$ cat config.mk
export PLATFORM = sky130hd
export DESIGN_NAME = counter_bank_max_tracker
export DESIGN_NICKNAME = d
export VERILOG_FILES = /design/src/cbmt_pkg.sv /design/src/cbmt_cnt_ram.sv /design/src/counter_bank_max_tracker.sv
export SDC_FILE = /design/constraint.sdc
export NUM_CORES = 2
export LEC_CHECK = 0
export BUFFER_PORTS_ARGS = -buffer_cell sky130_fd_sc_hd__buf_2
export CORE_MARGIN = 1.5
export CORE_UTILIZATION = 57
export DETAILED_ROUTE_END_ITERATION = 10
export PLACE_DENSITY = 0.76
export SLEW_MARGIN = 20
export SYNTH_ARGS = -nofsm -noshare
export SYNTH_HDL_FRONTEND = slang
export SYNTH_SLANG_ARGS = --single-unit
$ cat constraint.sdc
create_clock -name clk -period 7.65 [get_ports clk]
set_input_delay 0.765 -clock clk [delete_from_list [all_inputs] [get_ports clk]]
set_output_delay 0.765 -clock clk [all_outputs]
set_load 0.005 [all_outputs]
$ cat src/cbmt_pkg.sv
`timescale 1ns / 1ps
// ----------------------------------------------------------------------------
// cbmt_pkg
// Shared types and constants for the counter bank with maximum tracking.
// ----------------------------------------------------------------------------
package cbmt_pkg;

    localparam int NUM_COUNTERS = 64;
    localparam int COUNT_BITS   = 16;
    localparam int CNT_AW       = $clog2(NUM_COUNTERS);
    localparam int TIE_W        = $clog2(NUM_COUNTERS + 1);
    localparam int SCAN_W       = CNT_AW + 1;

    typedef logic signed [COUNT_BITS-1:0] count_t;
    typedef logic [CNT_AW-1:0]            addr_t;
    typedef logic [TIE_W-1:0]             ties_t;
    typedef logic [1:0]                   func_t;

    localparam func_t FUNC_INC   = 2'd0;
    localparam func_t FUNC_DEC   = 2'd1;
    localparam func_t FUNC_CLR   = 2'd2;
    localparam func_t FUNC_QUERY = 2'd3;

    localparam count_t CNT_MAX = {1'b0, {(COUNT_BITS-1){1'b1}}};
    localparam count_t CNT_MIN = {1'b1, {(COUNT_BITS-1){1'b0}}};

endpackage

$ cat src/cbmt_cnt_ram.sv
`timescale 1ns / 1ps
// ----------------------------------------------------------------------------
// cbmt_cnt_ram
// Counter memory: one write and one read port, registered read data.
// Per-entry valid bits make every counter read as zero after reset.
// ----------------------------------------------------------------------------
module cbmt_cnt_ram
    import cbmt_pkg::*;
(
    input  logic   clk,
    input  logic   rst_n,
    input  logic   wr_en,
    input  addr_t  wr_addr,
    input  count_t wr_data,
    input  logic   rd_en,
    input  addr_t  rd_addr,
    output count_t rd_data
);

    count_t                  mem [NUM_COUNTERS];
    count_t                  rd_word_reg;
    logic [NUM_COUNTERS-1:0] vld_reg;
    logic                    rd_vld_reg;

    always_ff @(posedge clk)
    begin
        if (wr_en)
        begin
            mem[wr_addr] <= wr_data;
        end
        if (rd_en)
        begin
            rd_word_reg <= mem[rd_addr];
        end
    end

    always_ff @(posedge clk or negedge rst_n)
    begin
        if (!rst_n)
        begin
            vld_reg    <= '0;
            rd_vld_reg <= 1'b0;
        end
        else
        begin
            if (wr_en)
            begin
                vld_reg[wr_addr] <= 1'b1;
            end
            if (rd_en)
            begin
                rd_vld_reg <= vld_reg[rd_addr];
            end
        end
    end

    // An entry never written since reset reads as zero.
    assign rd_data = rd_vld_reg ? rd_word_reg : '0;

endmodule

$ cat src/counter_bank_max_tracker.sv
`timescale 1ns / 1ps
// ----------------------------------------------------------------------------
// counter_bank_max_tracker
// Bank of saturating signed counters that tracks the maximum and its tie count.
// ----------------------------------------------------------------------------
// Usage:
// A request on the input channel (in_valid/in_ready) carries func and index.
// Each request produces exactly one response on the output channel
// (out_valid/out_ready): the counter's new value, the bank maximum and the
// number of counters holding that maximum.
// A request's accept cycle issues the counter memory read; the next cycle
// modifies and writes back, and loads the output register if it is free
// and no rescan is due. No new request is taken until the response is loaded.
// When the only counter holding the maximum drops, the bank is rescanned
// through the same read port before that request's response is loaded.
// Responses sit in an output register; a stalled receiver holds it. The
// block still takes a new request, and after write-back it holds that
// request's response until the previous one has been taken.
// Reset clears all counters to zero at once through per-entry valid bits, so
// no clearing pass is needed; the maximum is zero with all counters tied.
// ----------------------------------------------------------------------------
module counter_bank_max_tracker
    import cbmt_pkg::*;
(
    input  logic        clk,
    input  logic        rst_n,
    input  logic        in_valid,
    output logic        in_ready,
    input  logic [1:0]  func,
    input  logic [5:0]  index,
    output logic        out_valid,
    input  logic        out_ready,
    output logic [15:0] value,
    output logic [15:0] max_value,
    output logic [6:0]  num_at_max
);

    localparam logic [1:0] S_IDLE = 2'd0;
    localparam logic [1:0] S_UPD  = 2'd1;
    localparam logic [1:0] S_SCAN = 2'd2;
    localparam logic [1:0] S_RESP = 2'd3;

    logic [1:0]  state_reg, state_next;
    func_t       func_reg;
    addr_t       idx_reg;
    count_t      val_reg, val_next;
    count_t      max_reg, max_next;
    ties_t       ties_reg, ties_next;
    logic [SCAN_W-1:0] scan_cnt_reg, scan_cnt_next;
    logic        scan_dv_reg, scan_dv_next;
    logic        scan_first_reg, scan_first_next;

    logic        out_valid_reg, out_valid_next;
    count_t      out_value_reg, out_max_reg;
    ties_t       out_ties_reg;
    logic        out_load;
    count_t      load_val, load_max;
    ties_t       load_ties;

    logic        rd_en, wr_en;
    addr_t       rd_addr;
    count_t      rd_data;
    count_t      upd_val;
    logic        out_free, accept, scan_issue;

    cbmt_cnt_ram u_ram (
        .clk     (clk),
        .rst_n   (rst_n),
        .wr_en   (wr_en),
        .wr_addr (idx_reg),
        .wr_data (upd_val),
        .rd_en   (rd_en),
        .rd_addr (rd_addr),
        .rd_data (rd_data)
    );

    assign in_ready   = (state_reg == S_IDLE);
    assign accept     = in_valid && in_ready;
    assign out_free   = !out_valid_reg || out_ready;
    assign scan_issue = (state_reg == S_SCAN) && (scan_cnt_reg < SCAN_W'(NUM_COUNTERS));
    assign rd_en      = accept || scan_issue;
    assign rd_addr    = (state_reg == S_SCAN) ? scan_cnt_reg[CNT_AW-1:0] : index;
    assign wr_en      = (state_reg == S_UPD);

    always_comb
    begin
        case (func_reg)
            FUNC_INC:   upd_val = (rd_data != CNT_MAX) ? rd_data + count_t'(1) : rd_data;
            FUNC_DEC:   upd_val = (rd_data != CNT_MIN) ? rd_data - count_t'(1) : rd_data;
            FUNC_CLR:   upd_val = '0;
            FUNC_QUERY: upd_val = rd_data;
            default:    upd_val = rd_data;
        endcase
    end

    always_comb
    begin
        state_next      = state_reg;
        val_next        = val_reg;
        max_next        = max_reg;
        ties_next       = ties_reg;
        scan_cnt_next   = scan_cnt_reg;
        scan_dv_next    = 1'b0;
        scan_first_next = scan_first_reg;
        out_load        = 1'b0;
        load_val        = val_reg;
        load_max        = max_reg;
        load_ties       = ties_reg;

        case (state_reg)
            S_IDLE:
            begin
                if (accept)
                begin
                    state_next = S_UPD;
                end
            end
            S_UPD:
            begin
                val_next = upd_val;
                if (upd_val > max_reg)
                begin
                    max_next  = upd_val;
                    ties_next = ties_t'(1);
                end
                else if (upd_val == max_reg)
                begin
                    if (rd_data != max_reg)
                    begin
                        ties_next = ties_reg + ties_t'(1);
                    end
                end
                else if (rd_data == max_reg)
                begin
                    ties_next = ties_reg - ties_t'(1);
                end

                // The last counter at the maximum fell: rebuild from the bank.
                if ((upd_val < max_reg) && (rd_data == max_reg) && (ties_reg == ties_t'(1)))
                begin
                    state_next      = S_SCAN;
                    scan_cnt_next   = '0;
                    scan_first_next = 1'b1;
                end
                else if (out_free)
                begin
                    out_load   = 1'b1;
                    load_val   = upd_val;
                    load_max   = max_next;
                    load_ties  = ties_next;
                    state_next = S_IDLE;
                end
                else
                begin
                    state_next = S_RESP;
                end
            end
            S_SCAN:
            begin
                if (scan_issue)
                begin
                    scan_cnt_next = scan_cnt_reg + SCAN_W'(1);
                    scan_dv_next  = 1'b1;
                end
                if (scan_dv_reg)
                begin
                    scan_first_next = 1'b0;
                    if (scan_first_reg || (rd_data > max_reg))
                    begin
                        max_next  = rd_data;
                        ties_next = ties_t'(1);
                    end
                    else if (rd_data == max_reg)
                    begin
                        ties_next = ties_reg + ties_t'(1);
                    end
                end
                if (!scan_issue && !scan_dv_reg)
                begin
                    state_next = S_RESP;
                end
            end
            S_RESP:
            begin
                if (out_free)
                begin
                    out_load   = 1'b1;
                    state_next = S_IDLE;
                end
            end
            default:
            begin
                state_next = S_IDLE;
            end
        endcase
    end

    always_comb
    begin
        if (out_load)
        begin
            out_valid_next = 1'b1;
        end
        else if (out_ready)
        begin
            out_valid_next = 1'b0;
        end
        else
        begin
            out_valid_next = out_valid_reg;
        end
    end

    always_ff @(posedge clk or negedge rst_n)
    begin
        if (!rst_n)
        begin
            state_reg      <= S_IDLE;
            max_reg        <= '0;
            ties_reg       <= ties_t'(NUM_COUNTERS);
            scan_cnt_reg   <= '0;
            scan_dv_reg    <= 1'b0;
            scan_first_reg <= 1'b0;
            out_valid_reg  <= 1'b0;
        end
        else
        begin
            state_reg      <= state_next;
            max_reg        <= max_next;
            ties_reg       <= ties_next;
            scan_cnt_reg   <= scan_cnt_next;
            scan_dv_reg    <= scan_dv_next;
            scan_first_reg <= scan_first_next;
            out_valid_reg  <= out_valid_next;
        end
    end

    always_ff @(posedge clk)
    begin
        if (accept)
        begin
            func_reg <= func;
            idx_reg  <= index;
        end
        val_reg <= val_next;
        if (out_load)
        begin
            out_value_reg <= load_val;
            out_max_reg   <= load_max;
            out_ties_reg  <= load_ties;
        end
    end

    assign out_valid  = out_valid_reg;
    assign value      = out_value_reg;
    assign max_value  = out_max_reg;
    assign num_at_max = out_ties_reg;

endmodule

# After elaboration in Yosys (flattened, before gate mapping)
# Memories as Yosys holds them, arrays and structs flattened. A register that Yosys moved wholly into a read port is not among the register bits.
# Cells that the tools add are included.
# word_totals
ram_bits	1024
input_bits	12
ff_bits	163
output_inout_bits	41
n_memories	1
wordCells	121
# mem_list
memory	depth	word_bits	rd	rd_ports_with_merged_regs	write_ports	line	source
u_ram.mem	64	16	1	1	1	cbmt_cnt_ram.sv:20	count_t mem [NUM_COUNTERS];
# op_classes
n_addsub	5
order_cmp	7
n_mux	51
bitwise_logic	1
eq_ne	20
reduce_logical	21
# op_table
op	n
$mux W16	12
$mux W7	12
$or A64 B64 Y64	1
$pmux W16 S4	1
$eq A16 B16 Y1	2
$gt A16 B16 Y1	2
$ne A16 B16 Y1 const B	2
$pmux W16 S2	1
$pmux W7 S2	2
$add A16 B2 Y16 const B	1
$lt A16 B16 Y1	1
$ne A16 B16 Y1	1
$sub A16 B2 Y16 const B	1
$reduce_and A3 Y1	5
$add A7 B1 Y7 const B	2
$lt A6 B7 Y1 const B	2
$mux W1	12
$mux W2	5
$eq A2 B2 Y1 const B	4
$ne A2 B2 Y1 const B	4
$pmux W2 S4	1
$eq A7 B1 Y1 const B	1
$lt A7 B7 Y1 const B	1
$sub A7 B1 Y7 const B	1
13 further kinds	28

# Logic depth before layout (Yosys ltp)
# depth
ltp_word	10
mapped_depth	26
mapped_depth_nobuf	19

# Modules after synthesis
# Synthesis repeated with hierarchy kept, for this count alone.
# unflattened
cells_unflattened	2603
hier_area_um2	48484.0
# modules_own_cells
module	n_inst	cells_each	area_per_inst_um2	seq_area_each_um2
cbmt_cnt_ram	1	1941	42165.4	32856.5
counter_bank_max_tracker	1	662	6318.6	2768.9

# Worst setup path before layout
# Ideal clock, no wire load.
# synth_timing
kind	flip-flop to flip-flop
from	register u_ram.rd_vld_reg
to	register out_max_reg[0], in the netlist max_value[0] (enable)
stages_incl_launch_ff	22
path_buffers	5
setup_ns	0.435
path_slack_ns	-0.094
arrival_time_ns	7.309
required_ns	7.215
synth_period_minus_slack_ns	7.744
cell_sequence	dfrtp_1 buf_2 buf_4 clkbuf_1 nand2_1 inv_1 ha_1 nand4_1 nor4_2 and2_1 buf_2 o31ai_1 o21ai_1 ha_1 nand4_1 nor3_1 a311oi_1 nand4_1 nand4bb_1 buf_2 a21oi_1 nor2_1
# synth_via
elab_chain_cells	9
elab_cells_between_ends	14
cone_classes	add/sub: 2; order compare: 1; eq/ne: 3; mux: 6; reduce/logical: 2
# synth_lines
element	line	source
start: declaration	cbmt_cnt_ram.sv:23	logic rd_vld_reg;
start signal: assignment	cbmt_cnt_ram.sv:52	rd_vld_reg <= vld_reg[rd_addr];
$mux W16 *	cbmt_cnt_ram.sv:58	assign rd_data = rd_vld_reg ? rd_word_reg : '0;
$sub A16 B2 Y16 (tied with other cells)	counter_bank_max_tracker.sv:89	FUNC_DEC: upd_val = (rd_data != CNT_MIN) ? rd_data - count_t'(1) : rd_data;
$mux W16, on equally long branches	counter_bank_max_tracker.sv:89, counter_bank_max_tracker.sv:88	
$pmux W16 S4 *	counter_bank_max_tracker.sv:87	case (func_reg)
via u_ram.wr_data[10]	cbmt_cnt_ram.sv:14	input count_t wr_data,
$lt A16 B16 Y1 *	counter_bank_max_tracker.sv:139	if ((upd_val < max_reg) && (rd_data == max_reg) && (ties_reg == ties_t'(1)))
$logic_and A1 B1 Y1 * (2 in a row)	counter_bank_max_tracker.sv:139	
$mux W1 *	counter_bank_max_tracker.sv:139	
$pmux W1 S2 *	counter_bank_max_tracker.sv:110	case (state_reg)
via out_load	counter_bank_max_tracker.sv:56	logic out_load;
end signal: assignment	counter_bank_max_tracker.sv:249	out_max_reg <= load_max;
end: declaration	counter_bank_max_tracker.sv:54	count_t out_value_reg, out_max_reg;
# The timed path passes the listed nets; every way through them passes the cells marked *.
# A chain may end at the register's enable or synchronous reset.

# Worst setup path after layout
# layout_timing
from	register u_ram.rd_vld_reg
to	register out_value_reg[3], in the netlist value[3], data pin
# layout_via
elab_chain_cells	9
elab_cells_between_ends	15
cone_classes	add/sub: 2; order compare: 1; eq/ne: 3; mux: 7; reduce/logical: 2
# layout_lines
element	line	source
$mux W16 *	cbmt_cnt_ram.sv:58	
$sub A16 B2 Y16 (tied with other cells)	counter_bank_max_tracker.sv:89	
$mux W16, on equally long branches	counter_bank_max_tracker.sv:89, counter_bank_max_tracker.sv:88	
$pmux W16 S4 *	counter_bank_max_tracker.sv:87	
via u_ram.wr_data[14]	cbmt_cnt_ram.sv:14	
$lt A16 B16 Y1 *	counter_bank_max_tracker.sv:139	
$logic_and A1 B1 Y1 * (2 in a row)	counter_bank_max_tracker.sv:139	
$mux W16 *	counter_bank_max_tracker.sv:139	
$mux W16 *	counter_bank_max_tracker.sv:110	
via load_val[3]	counter_bank_max_tracker.sv:57	count_t load_val, load_max;
end signal: assignment	counter_bank_max_tracker.sv:248	out_value_reg <= load_val;
end: declaration	counter_bank_max_tracker.sv:54	
# Marked as above.

==> flow_metrics.tcl <==
set metrics [dict create \
    n_fill_cell 5840 \
    clock_path_buffers 3 \
    cp.arrival_ns 6.64 \
    ys_warn_count 0 \
    grt_antenna_before_repair 3 \
    cts.sinks 1203 \
    rsz0062_at_grt "no" \
    p_int_mw 13.4 \
    synth_top_area_share_pct 67.2 \
    syn2layout_area_growth_pct 11.6 \
    crit_type "reg2reg" \
    crit_fanout 23 \
    ys_types 88 \
    hold_viol_final 0 \
    hold_class "in2async" \
    clk_pin_slew_ns 0.06 \
    syn_area_um2 49300 \
    timing.final.max_slew_violations 0 \
    seq_power_share_pct 45.9 \
    timing.rr.start "u_ram.rd_vld_reg$_DFFE_PN0P_" \
    slew_headroom_pct 23.2 \
    dpl_worst_slack_ns 1.42 \
    gp_congestion 0.907 \
    synthCells 2750 \
    peakVddDrop_mv 0.302 \
    synth_nets 2799 \
    postRouteAntennaNets 0 \
    vias 26900 \
    cts_resized 0 \
    die_w_um 297 \
    grt_pass1_wl_um 178000 \
    routed_wl_um 119000 \
    post_cts_buffers 0 \
    h-tree-depth 3 \
    fin_ws_ns 1.43 \
    critPathRequiredTime_ns 8.07 \
    die_h_um 297 \
    drc 0 \
    synthMostInstantiatedCell "edfxtp_1" \
    post-route-min-period_ns 6.22 \
    synth_area_leaders "edfxtp_1, mux4_2, dfrtp_1" \
    synthTopCellsByCount "edfxtp_1, mux4_2, nand2_1" \
    status "finished clean" \
    detailed_place_hpwl_um 66700 \
    grt_max_degree 146 \
    grt_pass1_vias 27400 \
    async_flop_share_pct 8.31 \
    p_switching_mw 5.99 \
    worst_setup_path_start_kind "flop" \
    clkPwrFrac_pct 28.4 \
    p_leak_nw 18.5 \
    multiInputGateArea_um2 12900 \
    holdBufCountCts 0 \
    overflow 0 \
    cts_root_buffer "clkbuf_16" \
    numPortBuffers 52 \
    finalCritPeriodShare_pct 81.3 \
    seq_area_um2 35600 \
    synth-edff-count 1103 \
    switching_share_pct 30.9 \
    cts_tree "done" \
    core_area_um2 85400 \
    p_per_area_nw_per_um2 352 \
    dieArea_um2 88200 \
    start_util_pct 57.7 \
    fin_tns_setup_ns 0 \
    cts_buffers 116 \
    drt-vias-per-instance 6.54 \
    yosysTopAreaCell "edfxtp_1" \
    worst_pin_slew_ns 1.13 \
    dr.pass1.iters 5 \
    max_freq_mhz 161 \
    rows 107 \
    pin_count 53 \
    largest_reg_flops 1024 \
    routedWlPerCell_um 29.0 \
    setup_viol 0 \
    global_route.usage.total_pct 27.4 \
    maxCapViolations 0 \
    drive_above_1_share_pct 24.9 \
    pwr-share-comb_pct 25.7 \
    syn_avg_cell_area_um2 17.9 \
    cp-startpoint "u_ram.rd_vld_reg$_DFFE_PN0P_" \
    ys_ff_latch 1203 \
    synth_seq_area_share_pct 72.3 \
    finClkSkew_ns 0.0406 \
    endpoint_kind "flop" \
    drt_iter0_markers 3053 \
    clk-insertion-delay-late_ns 0.71 \
    yosys_most_used_dff "edfxtp_1" \
    layout.nets 2919 \
]
[through the flow]
| stage | area, um2 | hold WS [ns] | total power, mW | std cells | util (%) |
|---|---|---|---|---|---|
| 6_report | 55000 | 0.151 | 19.4 | 4113 | 64.4 |
| 5_1_grt | 55000 | 0.180 | 20.1 | 4110 | 64.4 |
| 4_1_cts | 55000 | 0.134 | 19.4 | 4109 | 64.4 |
| 3_5_place_dp | 51300 | 0.447 | 13.9 | 3895 | 60.1 |
| 3_3_place_gp | 51300 | 0.444 | 13.7 | 3895 | 60.1 |
| 2_1_floorplan | 49300 | 0.431 | 12.1 | 2750 | - |
[kinds of logic (layout without fill, tap and decap cells)]
logic type,after synthesis,in the layout,synth area share (%)
compound gates,364,364,5.32
xor+xnor,24,24,0.426
fa+ha+maj,37,37,0.939
buf+inv,203,419,1.74
flops,1203,1203,72.3
mux,305,305,13.1
other cells,0,3,0
simple gates,614,614,6.22
[routing by layer]
layer  track usage, %  routed length, um
met2             44.3              58700
met4             10.2               4600
met1             37.4              45300
met3             5.46              10700
met5                0                  0
[cell usage in the layout, fill, tap and decap left out, types with 17 or more instances in the layout]
cell / n
nand3_1: 41
nor2_1: 98
a211oi_1: 91
inv_1: 40
mux2_2: 18
buf_2: 51
mux4_2: 269
nand4_1: 23
o21ai_0: 26
xnor2_1: 17
a31oi_1: 40
clkinv_2: 27
o21ai_1: 17
buf_4: 97
clkbuf_16: 116
or2_2: 67
a21oi_1: 57
and2_1: 71
clkbuf_1: 19
ha_1: 36
a311oi_1: 34
clkinv_1: 31
nand2_1: 213
edfxtp_1: 1103
dfrtp_1: 99
[worst paths after layout]
| kind | endpoint | slack [ns] | cells past startpoint |
|---|---|---|---|
| worst max-delay path | value[3]$_DFFE_PP_ | 1.43 | 19 |
| worst min-delay path | u_ram.vld_reg[35]$_DFFE_PN0P_ | 0.15 | 1 |
| worst max register to register | value[3]$_DFFE_PP_ | 1.43 | 19 |
| worst min register to register | u_ram.vld_reg[62]$_DFFE_PN0P_ | 0.47 | 1 |
| max in group asynchronous | u_ram.vld_reg[47]$_DFFE_PN0P_ | 6.17 | 2 |
| min in group clk | func_reg[0]$_DFFE_PP_ | 0.29 | 1 |
[power groups by stage]
stage          logic, mW  registers [mW]  clock network, mW
6_report            4.98            8.89               5.51
5_1_grt             5.33            8.94               5.82
4_1_cts             4.95            8.88               5.56
3_5_place_dp        4.93            9.01                  0
3_3_place_gp        4.74            8.98                  0
2_1_floorplan       3.15            8.91                  0
[critical path: stages, from the launching register on]
cell	delay [ns]
dfrtp_1	0.53
nand2_1	0.24
inv_1	0.16
ha_1	0.22
nand4_1	0.18
nor4_2	0.58
nand3_1	0.16
mux2i_1	0.19
nor4_1	0.06
a211oi_1	0.64
inv_2	0.09
ha_1	0.33
nand4_1	0.15
nor4_1	0.48
a21bo_2	0.30
nand4_1	0.10
nand4bb_1	0.41
nand3_1	0.40
buf_4	0.34
mux2_2	0.38
[area by class of cell]
cell class	count	share of cell area, %
diodes	3	0.0136
clock buffers	139	5.50
clock inverters	75	1.14
inverters	46	0.314
multi-input cells	1344	23.5
flip-flops and latches	1203	64.7
well taps	1144	2.60
repair buffers	159	2.19
Note: power is estimated with default switching activity, not from simulation.
